File: src/design/jsu_pkg.sv
// ----------------------------------------------------------------------------
// JSON string unescape package
// Shared types and constants for the quoted-string decoder: the result entry,
// the job that carries up to four results from the front to the back, and the
// status codes.
// ----------------------------------------------------------------------------
package jsu_pkg;

   // Default number of jobs the queue between front and back can hold.
   localparam int unsigned JSU_QUEUE_DEPTH = 4;

   // Most results one text byte can cause.
   localparam int unsigned JSU_MAX_RESULTS = 4;

   // Status codes carried on every result.
   localparam logic [2:0] STATUS_RUNNING   = 3'd0;
   localparam logic [2:0] STATUS_CLOSED    = 3'd1;
   localparam logic [2:0] STATUS_NO_QUOTE  = 3'd2;
   localparam logic [2:0] STATUS_BAD_ESC   = 3'd3;
   localparam logic [2:0] STATUS_BAD_HEX   = 3'd4;
   localparam logic [2:0] STATUS_TRUNCATED = 3'd5;
   localparam logic [2:0] STATUS_UNTERM    = 3'd6;

   // One result as it leaves the block.
   typedef struct packed {
      logic [7:0] out_byte;
      logic       byte_valid;
      logic [2:0] status;
   } res_entry_type;

   // All results caused by one text byte; last_idx points at the final one.
   typedef struct packed {
      logic [1:0]                          last_idx;
      res_entry_type [JSU_MAX_RESULTS-1:0] entry;
   } job_type;

endpackage

File: src/design/json_string_unescape_utf8.sv
// ----------------------------------------------------------------------------
// JSON string unescape to UTF-8
// Decodes one quoted JSON string from a byte stream into UTF-8 bytes and
// status results.
// ----------------------------------------------------------------------------
// Usage: the req channel carries one text byte per transaction, or an
// end-of-text marker. The decoder first expects an opening quote, then passes
// raw bytes, maps short escapes and turns \u escapes (with surrogate pairs)
// into one to four UTF-8 bytes. The rsp channel carries one result per
// transaction: a decoded byte or a status, with rsp_last flagging the final
// result caused by a text byte. A closing quote or any error returns the
// decoder to idle. A text byte causes zero to four results.
// Throughput: one text byte per cycle while each byte causes at most one
// result and the queue is not full; the result side moves one result per
// cycle while rsp_stall is low, a job's results one after the other. Each
// job is registered in the queue before its results are offered. The job
// queue (QUEUE_DEPTH jobs) absorbs the difference; when it is full req_stall
// rises. Reset clears the state machine and empties the queue. A stalled rsp
// transaction holds its payload; the front keeps taking bytes until the
// queue fills.
// ----------------------------------------------------------------------------
module json_string_unescape_utf8
   import jsu_pkg::*;
#(
   parameter int unsigned QUEUE_DEPTH = JSU_QUEUE_DEPTH
)
(
   input  logic       clock,
   input  logic       reset,
   input  logic       req_valid,
   output logic       req_stall,
   input  logic [7:0] req_text_byte,
   input  logic       req_end_of_text,
   output logic       rsp_valid,
   input  logic       rsp_stall,
   output logic [7:0] rsp_out_byte,
   output logic       rsp_byte_valid,
   output logic [2:0] rsp_status,
   output logic       rsp_last
);

   // Front to queue: one job per text byte that causes any result.
   logic    push;
   job_type push_job;
   logic    queue_full;

   // Queue to back: the oldest job and its release.
   job_type head_job;
   logic    head_valid;
   logic    pop;

   // The front end owns the string state machine and builds whole jobs, so
   // the escape and surrogate decisions are made once per text byte.
   jsu_front u_front (
      .clock           (clock),
      .reset           (reset),
      .req_valid       (req_valid),
      .req_stall       (req_stall),
      .req_text_byte   (req_text_byte),
      .req_end_of_text (req_end_of_text),
      .queue_full      (queue_full),
      .push            (push),
      .push_job        (push_job)
   );

   // The queue decouples byte intake from the multi-cycle result output.
   jsu_queue #(
      .DEPTH (QUEUE_DEPTH)
   ) u_queue (
      .clock      (clock),
      .reset      (reset),
      .push       (push),
      .push_job   (push_job),
      .full       (queue_full),
      .pop        (pop),
      .head_job   (head_job),
      .head_valid (head_valid)
   );

   // The back end drives the result port straight from the queue head, which
   // is registered, so rsp_valid never depends on rsp_stall.
   jsu_back u_back (
      .clock          (clock),
      .reset          (reset),
      .head_job       (head_job),
      .head_valid     (head_valid),
      .pop            (pop),
      .rsp_valid      (rsp_valid),
      .rsp_stall      (rsp_stall),
      .rsp_out_byte   (rsp_out_byte),
      .rsp_byte_valid (rsp_byte_valid),
      .rsp_status     (rsp_status),
      .rsp_last       (rsp_last)
   );

endmodule

File: src/design/jsu_front.sv
// ----------------------------------------------------------------------------
// JSON string unescape front end
// Accepts text bytes, runs the string/escape state machine and packs the
// results that each byte causes into one job for the queue.
// ----------------------------------------------------------------------------
module jsu_front
   import jsu_pkg::*;
(
   input  logic       clock,
   input  logic       reset,
   input  logic       req_valid,
   output logic       req_stall,
   input  logic [7:0] req_text_byte,
   input  logic       req_end_of_text,
   input  logic       queue_full,
   output logic       push,
   output job_type    push_job
);

   localparam logic [7:0] CH_QUOTE     = 8'h22;
   localparam logic [7:0] CH_BACKSLASH = 8'h5C;
   localparam logic [7:0] CH_SLASH     = 8'h2F;
   localparam logic [7:0] CH_B         = 8'h62;
   localparam logic [7:0] CH_F         = 8'h66;
   localparam logic [7:0] CH_N         = 8'h6E;
   localparam logic [7:0] CH_R         = 8'h72;
   localparam logic [7:0] CH_T         = 8'h74;
   localparam logic [7:0] CH_U         = 8'h75;

   localparam logic [15:0] HIGH_SURR_MIN = 16'hD800;
   localparam logic [15:0] HIGH_SURR_MAX = 16'hDBFF;
   localparam logic [15:0] LOW_SURR_MIN  = 16'hDC00;
   localparam logic [15:0] LOW_SURR_MAX  = 16'hDFFF;
   localparam logic [20:0] SUPPL_BASE    = 21'h10000;

   typedef enum logic [6:0] {
      PH_IDLE     = 7'b0000001,
      PH_STRING   = 7'b0000010,
      PH_ESC      = 7'b0000100,
      PH_HEX1     = 7'b0001000,
      PH_AFTERHI  = 7'b0010000,
      PH_HIBACKSL = 7'b0100000,
      PH_HEX2     = 7'b1000000
   } phase_type;

   typedef struct packed {
      logic       ok;
      logic [3:0] value;
   } hex_digit_type;

   typedef struct packed {
      logic [1:0]      last_idx;
      logic [3:0][7:0] bytes;
   } utf8_type;

   typedef struct packed {
      logic       ok;
      logic [7:0] value;
   } esc_map_type;

   function automatic hex_digit_type hex_digit(input logic [7:0] b);
      hex_digit_type r;
      r = '0;
      if (b >= 8'h30 && b <= 8'h39) begin
         r.ok    = 1'b1;
         r.value = 4'(b - 8'h30);
      end else if (b >= 8'h61 && b <= 8'h66) begin
         r.ok    = 1'b1;
         r.value = 4'(b - 8'h57);
      end else if (b >= 8'h41 && b <= 8'h46) begin
         r.ok    = 1'b1;
         r.value = 4'(b - 8'h37);
      end
      return r;
   endfunction

   function automatic utf8_type utf8_encode(input logic [20:0] cp);
      utf8_type r;
      r = '0;
      if (cp <= 21'h7F) begin
         r.last_idx = 2'd0;
         r.bytes[0] = cp[7:0];
      end else if (cp <= 21'h7FF) begin
         r.last_idx = 2'd1;
         r.bytes[0] = {3'b110, cp[10:6]};
         r.bytes[1] = {2'b10, cp[5:0]};
      end else if (cp <= 21'hFFFF) begin
         r.last_idx = 2'd2;
         r.bytes[0] = {4'b1110, cp[15:12]};
         r.bytes[1] = {2'b10, cp[11:6]};
         r.bytes[2] = {2'b10, cp[5:0]};
      end else begin
         r.last_idx = 2'd3;
         r.bytes[0] = {5'b11110, cp[20:18]};
         r.bytes[1] = {2'b10, cp[17:12]};
         r.bytes[2] = {2'b10, cp[11:6]};
         r.bytes[3] = {2'b10, cp[5:0]};
      end
      return r;
   endfunction

   function automatic esc_map_type escape_map(input logic [7:0] b);
      esc_map_type r;
      r.ok = 1'b1;
      unique case (b)
         CH_QUOTE:     r.value = CH_QUOTE;
         CH_BACKSLASH: r.value = CH_BACKSLASH;
         CH_SLASH:     r.value = CH_SLASH;
         CH_B:         r.value = 8'h08;
         CH_F:         r.value = 8'h0C;
         CH_N:         r.value = 8'h0A;
         CH_R:         r.value = 8'h0D;
         CH_T:         r.value = 8'h09;
         default: begin
            r.ok    = 1'b0;
            r.value = 8'h00;
         end
      endcase
      return r;
   endfunction

   function automatic res_entry_type byte_entry(input logic [7:0] b);
      res_entry_type r;
      r.out_byte   = b;
      r.byte_valid = 1'b1;
      r.status     = STATUS_RUNNING;
      return r;
   endfunction

   function automatic res_entry_type status_entry(input logic [2:0] s);
      res_entry_type r;
      r.out_byte   = 8'h00;
      r.byte_valid = 1'b0;
      r.status     = s;
      return r;
   endfunction

   phase_type     phase_ff, phase_in;
   logic [15:0]   hex_acc_ff, hex_acc_in;
   logic [1:0]    digit_count_ff, digit_count_in;
   logic [15:0]   held_ff, held_in;
   logic          bad_seen_ff, bad_seen_in;

   logic          req_accept;
   logic [7:0]    b;
   logic          eot;
   hex_digit_type dig;
   logic [15:0]   acc_next;
   logic          bad_next;
   logic          fourth;
   esc_map_type   esc;
   logic          pre_en;
   logic          cp_en;
   logic [20:0]   cp_val;
   logic          tail_en;
   res_entry_type tail_entry;
   utf8_type      held_enc;
   utf8_type      cp_enc;
   job_type       job;

   assign req_stall  = queue_full;
   assign req_accept = req_valid && !queue_full;
   assign b          = req_text_byte;
   assign eot        = req_end_of_text;
   assign dig        = hex_digit(b);
   assign acc_next   = {hex_acc_ff[11:0], dig.value};
   assign bad_next   = bad_seen_ff | ~dig.ok;
   assign fourth     = (digit_count_ff == 2'd3);
   assign esc        = escape_map(b);

   always_comb begin
      phase_in       = phase_ff;
      hex_acc_in     = hex_acc_ff;
      digit_count_in = digit_count_ff;
      held_in        = held_ff;
      bad_seen_in    = bad_seen_ff;
      pre_en         = 1'b0;
      cp_en          = 1'b0;
      cp_val         = '0;
      tail_en        = 1'b0;
      tail_entry     = status_entry(STATUS_RUNNING);

      if (req_accept) begin
         unique case (phase_ff)
            PH_STRING: begin
               if (eot) begin
                  tail_en    = 1'b1;
                  tail_entry = status_entry(STATUS_UNTERM);
                  phase_in   = PH_IDLE;
               end else if (b == CH_QUOTE) begin
                  tail_en    = 1'b1;
                  tail_entry = status_entry(STATUS_CLOSED);
                  phase_in   = PH_IDLE;
               end else if (b == CH_BACKSLASH) begin
                  phase_in = PH_ESC;
               end else begin
                  tail_en    = 1'b1;
                  tail_entry = byte_entry(b);
               end
            end
            PH_ESC: begin
               if (eot) begin
                  tail_en    = 1'b1;
                  tail_entry = status_entry(STATUS_UNTERM);
                  phase_in   = PH_IDLE;
               end else if (b == CH_U) begin
                  phase_in       = PH_HEX1;
                  hex_acc_in     = '0;
                  digit_count_in = '0;
                  bad_seen_in    = 1'b0;
               end else if (esc.ok) begin
                  tail_en    = 1'b1;
                  tail_entry = byte_entry(esc.value);
                  phase_in   = PH_STRING;
               end else begin
                  tail_en    = 1'b1;
                  tail_entry = status_entry(STATUS_BAD_ESC);
                  phase_in   = PH_IDLE;
               end
            end
            PH_HEX1: begin
               if (eot) begin
                  tail_en    = 1'b1;
                  tail_entry = status_entry(STATUS_TRUNCATED);
                  phase_in   = PH_IDLE;
               end else begin
                  hex_acc_in     = acc_next;
                  digit_count_in = digit_count_ff + 2'd1;
                  bad_seen_in    = bad_next;
                  if (fourth) begin
                     if (bad_next) begin
                        tail_en    = 1'b1;
                        tail_entry = status_entry(STATUS_BAD_HEX);
                        phase_in   = PH_IDLE;
                     end else if (acc_next >= HIGH_SURR_MIN && acc_next <= HIGH_SURR_MAX) begin
                        held_in  = acc_next;
                        phase_in = PH_AFTERHI;
                     end else begin
                        cp_en    = 1'b1;
                        cp_val   = {5'b0, acc_next};
                        phase_in = PH_STRING;
                     end
                  end
               end
            end
            PH_AFTERHI: begin
               if (!eot && b == CH_BACKSLASH) begin
                  phase_in = PH_HIBACKSL;
               end else begin
                  // The waiting high surrogate goes out on its own first.
                  pre_en   = 1'b1;
                  held_in  = '0;
                  phase_in = PH_STRING;
                  if (eot) begin
                     tail_en    = 1'b1;
                     tail_entry = status_entry(STATUS_UNTERM);
                     phase_in   = PH_IDLE;
                  end else if (b == CH_QUOTE) begin
                     tail_en    = 1'b1;
                     tail_entry = status_entry(STATUS_CLOSED);
                     phase_in   = PH_IDLE;
                  end else begin
                     tail_en    = 1'b1;
                     tail_entry = byte_entry(b);
                  end
               end
            end
            PH_HIBACKSL: begin
               if (!eot && b == CH_U) begin
                  phase_in       = PH_HEX2;
                  hex_acc_in     = '0;
                  digit_count_in = '0;
                  bad_seen_in    = 1'b0;
               end else begin
                  pre_en   = 1'b1;
                  held_in  = '0;
                  phase_in = PH_STRING;
                  tail_en  = 1'b1;
                  if (eot) begin
                     tail_entry = status_entry(STATUS_UNTERM);
                     phase_in   = PH_IDLE;
                  end else if (esc.ok) begin
                     tail_entry = byte_entry(esc.value);
                  end else begin
                     tail_entry = status_entry(STATUS_BAD_ESC);
                     phase_in   = PH_IDLE;
                  end
               end
            end
            PH_HEX2: begin
               if (eot) begin
                  tail_en    = 1'b1;
                  tail_entry = status_entry(STATUS_TRUNCATED);
                  phase_in   = PH_IDLE;
               end else begin
                  hex_acc_in     = acc_next;
                  digit_count_in = digit_count_ff + 2'd1;
                  bad_seen_in    = bad_next;
                  if (fourth) begin
                     if (bad_next) begin
                        tail_en    = 1'b1;
                        tail_entry = status_entry(STATUS_BAD_HEX);
                        phase_in   = PH_IDLE;
                     end else begin
                        cp_en = 1'b1;
                        if (acc_next >= LOW_SURR_MIN && acc_next <= LOW_SURR_MAX) begin
                           cp_val = SUPPL_BASE + {1'b0, held_ff[9:0], acc_next[9:0]};
                        end else begin
                           // Second value is not a low surrogate: it is dropped.
                           cp_val = {5'b0, held_ff};
                        end
                        held_in    = '0;
                        hex_acc_in = '0;
                        phase_in   = PH_STRING;
                     end
                  end
               end
            end
            default: begin
               // Idle, and any code that is not a valid state.
               if (!eot && b == CH_QUOTE) begin
                  phase_in = PH_STRING;
               end else begin
                  tail_en    = 1'b1;
                  tail_entry = status_entry(STATUS_NO_QUOTE);
                  phase_in   = PH_IDLE;
               end
            end
         endcase

         // Every return to idle clears the working registers.
         if (phase_in == PH_IDLE) begin
            hex_acc_in     = '0;
            digit_count_in = '0;
            held_in        = '0;
            bad_seen_in    = 1'b0;
         end
      end
   end

   assign held_enc = utf8_encode({5'b0, held_ff});
   assign cp_enc   = utf8_encode(cp_val);

   always_comb begin
      job = '0;
      if (cp_en) begin
         job.last_idx = cp_enc.last_idx;
         for (int i = 0; i < 4; i++) begin
            job.entry[i] = byte_entry(cp_enc.bytes[i]);
         end
      end else if (pre_en) begin
         // A held high surrogate always encodes as three bytes.
         job.entry[0] = byte_entry(held_enc.bytes[0]);
         job.entry[1] = byte_entry(held_enc.bytes[1]);
         job.entry[2] = byte_entry(held_enc.bytes[2]);
         job.entry[3] = tail_entry;
         job.last_idx = tail_en ? 2'd3 : 2'd2;
      end else begin
         job.entry[0] = tail_entry;
         job.last_idx = 2'd0;
      end
   end

   assign push     = req_accept && (cp_en || pre_en || tail_en);
   assign push_job = job;

   always_ff @(posedge clock) begin
      if (reset) begin
         phase_ff       <= PH_IDLE;
         hex_acc_ff     <= '0;
         digit_count_ff <= '0;
         held_ff        <= '0;
         bad_seen_ff    <= 1'b0;
      end else begin
         phase_ff       <= phase_in;
         hex_acc_ff     <= hex_acc_in;
         digit_count_ff <= digit_count_in;
         held_ff        <= held_in;
         bad_seen_ff    <= bad_seen_in;
      end
   end

endmodule

File: src/design/jsu_queue.sv
// ----------------------------------------------------------------------------
// JSON string unescape job queue
// A small circular buffer of jobs between the front end and the result
// serializer, so that each side can stall on its own.
// ----------------------------------------------------------------------------
module jsu_queue
   import jsu_pkg::*;
#(
   parameter int unsigned DEPTH = JSU_QUEUE_DEPTH
)
(
   input  logic    clock,
   input  logic    reset,
   input  logic    push,
   input  job_type push_job,
   output logic    full,
   input  logic    pop,
   output job_type head_job,
   output logic    head_valid
);

   // DEPTH must be at least two.
   localparam int unsigned PTR_W = $clog2(DEPTH);
   localparam int unsigned CNT_W = $clog2(DEPTH + 1);

   job_type            slot_ff [DEPTH];
   logic [PTR_W-1:0]   wr_ptr_ff, wr_ptr_in;
   logic [PTR_W-1:0]   rd_ptr_ff, rd_ptr_in;
   logic [CNT_W-1:0]   count_ff, count_in;
   logic               do_push;
   logic               do_pop;

   assign full       = (count_ff == CNT_W'(DEPTH));
   assign head_valid = (count_ff != '0);
   assign head_job   = slot_ff[rd_ptr_ff];
   assign do_push    = push && !full;
   assign do_pop     = pop && head_valid;

   always_comb begin
      wr_ptr_in = wr_ptr_ff;
      rd_ptr_in = rd_ptr_ff;
      if (do_push) begin
         wr_ptr_in = (wr_ptr_ff == PTR_W'(DEPTH - 1)) ? '0 : wr_ptr_ff + PTR_W'(1);
      end
      if (do_pop) begin
         rd_ptr_in = (rd_ptr_ff == PTR_W'(DEPTH - 1)) ? '0 : rd_ptr_ff + PTR_W'(1);
      end
      count_in = count_ff + CNT_W'(do_push) - CNT_W'(do_pop);
   end

   always_ff @(posedge clock) begin
      if (reset) begin
         wr_ptr_ff <= '0;
         rd_ptr_ff <= '0;
         count_ff  <= '0;
      end else begin
         wr_ptr_ff <= wr_ptr_in;
         rd_ptr_ff <= rd_ptr_in;
         count_ff  <= count_in;
      end
   end

   always_ff @(posedge clock) begin
      if (do_push) begin
         slot_ff[wr_ptr_ff] <= push_job;
      end
   end

endmodule

File: src/design/jsu_back.sv
// ----------------------------------------------------------------------------
// JSON string unescape result serializer
// Walks the results of the job at the head of the queue, one result per
// transaction, and releases the job after its final result.
// ----------------------------------------------------------------------------
module jsu_back
   import jsu_pkg::*;
(
   input  logic       clock,
   input  logic       reset,
   input  job_type    head_job,
   input  logic       head_valid,
   output logic       pop,
   output logic       rsp_valid,
   input  logic       rsp_stall,
   output logic [7:0] rsp_out_byte,
   output logic       rsp_byte_valid,
   output logic [2:0] rsp_status,
   output logic       rsp_last
);

   logic [1:0]    idx_ff, idx_in;
   res_entry_type cur;
   logic          at_last;
   logic          rsp_accept;

   assign cur        = head_job.entry[idx_ff];
   assign at_last    = (idx_ff == head_job.last_idx);
   assign rsp_accept = head_valid && !rsp_stall;
   assign pop        = rsp_accept && at_last;

   assign rsp_valid      = head_valid;
   assign rsp_out_byte   = cur.out_byte;
   assign rsp_byte_valid = cur.byte_valid;
   assign rsp_status     = cur.status;
   assign rsp_last       = at_last;

   always_comb begin
      idx_in = idx_ff;
      if (rsp_accept) begin
         idx_in = at_last ? 2'd0 : idx_ff + 2'd1;
      end
   end

   always_ff @(posedge clock) begin
      if (reset) begin
         idx_ff <= '0;
      end else begin
         idx_ff <= idx_in;
      end
   end

endmodule

File: config.mk
export PLATFORM = sky130hd
export DESIGN_NAME = json_string_unescape_utf8
export DESIGN_NICKNAME = d
export VERILOG_FILES = /design/src/design/jsu_pkg.sv /design/src/design/json_string_unescape_utf8.sv /design/src/design/jsu_front.sv /design/src/design/jsu_queue.sv /design/src/design/jsu_back.sv
export SDC_FILE = /design/constraint.sdc
export NUM_CORES = 1
export LEC_CHECK = 0
export BUFFER_PORTS_ARGS = -buffer_cell sky130_fd_sc_hd__buf_2
export CAP_MARGIN = 10
export CORE_UTILIZATION = 45
export DETAILED_ROUTE_END_ITERATION = 6
export PLACE_DENSITY_LB_ADDON = 0.1
export REMOVE_ABC_BUFFERS = 1
export SLEW_MARGIN = 30
export SYNTH_ARGS = -nofsm -noshare
export SYNTH_HDL_FRONTEND = slang
export SYNTH_SLANG_ARGS = --single-unit
File: constraint.sdc
create_clock -name clock -period 4.18 [get_ports clock]
set_input_delay 0.209 -clock clock [delete_from_list [all_inputs] [get_ports clock]]
set_output_delay 0.209 -clock clock [all_outputs]
set_load 0.05 [all_outputs]
==> metrics.md <==
| Metric | Value |
|---|---|
| Status | `finished clean` |
| CP Capture Type | `flop` |
| Fin. Hold Viols | `0` |
| WL met3 | `1.656 mm` |
| XOR/XNOR Fraction of Synth Area | `less than 1%` |
| Wl on met1 | `13.21 mm` |
| Metal2 WL | `14.04 mm` |
| First-pass GRT wire length | `~47 mm` |
| Commonest non-fill, non-tap cell in the layout | `edfxtp_1` |
| Area delta synth->final | `11.72%` |
| Setup WS pre-CTS | `about 0.48 ns` |
| Vias in the first global route | `roughly 8,100` |
| Relative slew slack | `between 50% and 60%` |
| Finished Core Util | `between 50 and 60%` |
| Post-synth top flop | `edfxtp_1` |
| Kind of cell adding the most delay to the critical path | `compound AO/OA/AOI/OAI gates` |
| Max layer used | `met4` |
| Initial DRC Count | `~670` |
| WL final | `around 30 mm` |
| Post-route cell area | `around 12,000 sq um` |
| Via count | `approximately 8,100` |
| CP Launch Point | `u_front.phase_ff[2]$_SDFFE_PP0P_` |
| PwrDens | `between 400 and 500 nW/um^2` |
| Root Buffer | `clkbuf_16` |
| Rows | `57` |
| CTS Buf Count | `23` |
| GP Congestion | `around 0.94` |
| DRT Pass-1 Iters | `5` |
| Post-CTS Setup Inserts | `0` |
| Cell count after synthesis | `916` |
| Simple-gate portion of the synthesized area | `13.94%` |
| Max-cap viol count | `0` |
| Ratio of routed vias to standard cells | `6.326` |
| Synth Area per Inst | `roughly 12 sq um` |
| Crit path kind | `reg -> reg` |
| Critical path buffer and inverter count | `0` |
| Most frequent cells in the layout | `edfxtp_1 (164), nor2_1 (63), nand2_1 (48), mux4_2 (48), a21oi_1 (48)` |
| Die width | `approximately 160 um` |
| Post-CTS sizing | `0` |
| Initial antenna violation count | `0` |
| RSZ-0062 raised after global routing | `false` |
| Die Y | `around 160 um` |
| Total core area | `about 24,000 sq um` |
| R2R depth | `11` |
| DP Cell Count | `1,232` |
| Post-synth cell types | `between 80 and 90` |
| Synth Cell Area | `11,070 sq um` |
| Clock buffer depth | `3` |
| Cts hold-fix bufs | `0` |
| Crit path depth | `11` |
| Port Buffer Count | `27` |
| Post-route ant nets | `0` |
| Worst VDD drop | `around 0.29 mV` |
| IO Count | `28` |
| Worst flop-to-flop path endpoint | `u_queue.count_ff[2]$_SDFF_PP0_` |
| Seq cells post-synth | `213` |
| Reg-to-reg startpoint | `u_front.phase_ff[2]$_SDFFE_PP0P_` |
| WL/cell | `between 20 and 25 um` |
| Largest net degree at the start of global routing | `50` |
| HPWL Detailed | `roughly 21 mm` |
| Gr usage total | `between 20 and 25%` |
| Fin crit period | `approximately 3.7 ns` |
| Compound-cell area share of the yosys netlist | `15.99%` |
| Ratio of cells with drive above 1 in the final layout | `between 10% and 20%` |
| End of the critical path | `u_queue.count_ff[2]$_SDFF_PP0_` |
| Initial Utilization | `between 40% and 50%` |
| Overall power | `5.867 mW` |
| CTS tree | `yes` |
| Critical Path, Cell by Cell | `or3_1 -> nor4_1 -> a221oi_2 -> a2bb2oi_1 -> o31ai_1 -> or2_0 -> ha_1 -> fa_1 -> xnor2_1 -> xnor2_1 -> nor2_1` |
| CTS H-Tree Depth | `1` |
| Layout Cells excl Fill | `approximately 1,300` |
| Clock slew at reported path FFs | `~0.06 ns` |
| Max Clock Freq | `273.3 MHz` |
| Post-synthesis mux area share | `10.79%` |
| Main combinational cell family by area after synthesis | `compound AO/OA/AOI/OAI gates` |
| Slowest Stage Delay on Critical Path | `0.53 ns` |
| Crit path top cell by count | `xnor2_1` |
| Hold Crit Class | `in -> reg` |
| Period utilization | `between 80% and 90%` |
| Final worst slack | `0.5206 ns` |
| WP data required | `~4.6 ns` |
| Skew-Pair Late Insertion Delay | `0.53 ns` |
| Register-to-register setup slack | `0.52 ns` |
| Residual DRC count | `0` |
| Number of enable flip-flop cells after synthesis | `approximately 160` |
| Startpoint Class | `flop` |
| Final setup fails | `0` |
| Sink Count | `about 210` |
| Nets@finish | `961` |
| Pleak | `roughly 4 nW` |
| CP Max Fanout | `11` |
| Async set or reset register ratio after synthesis | `0%` |
| Final Max Tran Viols | `0` |
| Clock skew | `roughly 0.016 ns` |
| # diodes | `0` |
| Least-Margin Pin Slew | `0.7364 ns` |
| Post-synthesis adder-cell area fraction | `roughly 1.8%` |
| Crit-path slowest cell | `dfxtp_1` |
| Dpl cell area | `11,610 sq um` |
| Sequential-to-total area share from yosys stat | `around 53%` |
| Synth warnings | `0` |
| Total die area | `about 25,000 sq um` |
| Total grt overflow | `0` |
| Arr. time, crit path | `just over 4 ns` |
-- Yosys cell counts (5+ instances only) --
cell type	instances	share of area (%)
a21oi_1	48	2.2
nor2b_1	9	0.51
nor3_1	16	0.72
nor3b_1	5	0.34
or3_1	8	0.45
nor4_1	5	0.28
and2_1	15	0.85
nand4_1	6	0.34
a221oi_1	9	0.71
a22o_1	7	0.55
o2bb2ai_1	6	0.47
inv_1	28	0.95
and3_1	10	0.57
o211ai_1	10	0.68
edfxtp_1	164	44
nand2b_1	16	0.90
nand2_1	48	1.6
mux2i_1	9	0.81
mux4_2	48	9.8
a21o_1	9	0.61
clkbuf_1	49	1.7
ha_1	14	1.6
a211oi_1	9	0.61
dfxtp_1	49	8.9
o21ai_0	44	2.0
o22ai_1	22	1.2
o31ai_1	6	0.41
o2111ai_1	7	0.55
nor2_1	63	2.1
nand3_1	33	1.5
buf_2	10	0.45
a22oi_1	12	0.81
xor2_1	5	0.40
o32ai_1	8	0.63
nand3b_1	20	1.4
-- worst reg2reg max path: stages, from the launching register on --
cell       delay, ns
dfxtp_1         0.53
or3_1           0.36
nor4_1          0.15
a221oi_2        0.52
a2bb2oi_1       0.35
o31ai_1         0.20
or2_0           0.33
ha_1            0.24
fa_1            0.41
xnor2_1         0.21
xnor2_1         0.16
nor2_1          0.05
-- per-layer routing --
metal | track usage, % | vias to the layer above
met1 | 33.58 | 4036
met2 | 38.22 | 300
met5 | 0 | -
li1 | - | 3649
met3 | 3.448 | 74
met4 | 9.444 | 0
-- sequential cells by signal, indices dropped and copies added (netlist names), named ones only --
signal	cells
u_front.phase_ff	7
u_front.hex_acc_ff	12
u_queue.slot_ff	164
u_front.held_ff	16
u_queue.rd_ptr_ff	2
u_front.digit_count_ff	2
u_back.idx_ff	2
u_front.bad_seen_ff	1
u_queue.count_ff	3
u_queue.wr_ptr_ff	2
-- logic make-up after synthesis --
kind of cell / after synthesis
and+or+nand+nor: 282
AOI/OAI and AO/OA: 244
DFF: 213
buffers and inverters: 94
muxes: 59
adders and majority gates: 15
xor gates and xnor gates: 9
-- metrics by stage --
stage                     TNS (ns)  hold slack, ns
after floorplan             -35.30          0.2781
after global placement           0          0.4676
after detailed placement         0          0.4828
after CTS                        0         0.09970
after global routing             0          0.1364
final                            0          0.1290
-- worst min-delay path by stage --
| stage | startpoint | endpoint | slack [ns] | depth (start not counted) |
|---|---|---|---|---|
| global placement | u_queue.rd_ptr_ff[1]$_SDFFE_PP0P_ | flop | 0.47 | 2 |
| finish | rsp_stall | u_back.idx_ff[1]$_SDFFE_PP0P_ | 0.13 | 5 |
| detailed placement | u_front.digit_count_ff[1]$_SDFFE_PP0P_ | u_front.digit_count_ff[1]$_SDFFE_PP0P_ | 0.48 | 2 |
| global route | rsp_stall | u_back.idx_ff[1]$_SDFFE_PP0P_ | 0.14 | 5 |
| floorplan | reset | u_front.phase_ff[4]$_SDFFE_PP0P_ | 0.28 | 1 |
| CTS | rsp_stall | u_back.idx_ff[1]$_SDFFE_PP0P_ | 0.1 | 5 |
-- power breakdown --
part	internal (mW)	leakage, nW	switching [mW]	total (mW)
combinational	0.479	1.69	0.803	1.28
clock	1.19	0.363	0.822	2.02
sequential	2.49	1.94	0.0783	2.57
-- layout make-up --
class	instances	area, sq um
Tap cell	324	405.4
Clock buffer	34	636.9
Timing Repair Buffer	58	405.4
Fill cell	2150	11880
Clock inverter	8	118.9
Sequential cell	213	5908
Multi-Input combinational cell	609	4785
Inverter	28	105.1
Power figures use the tool's default switching activity.
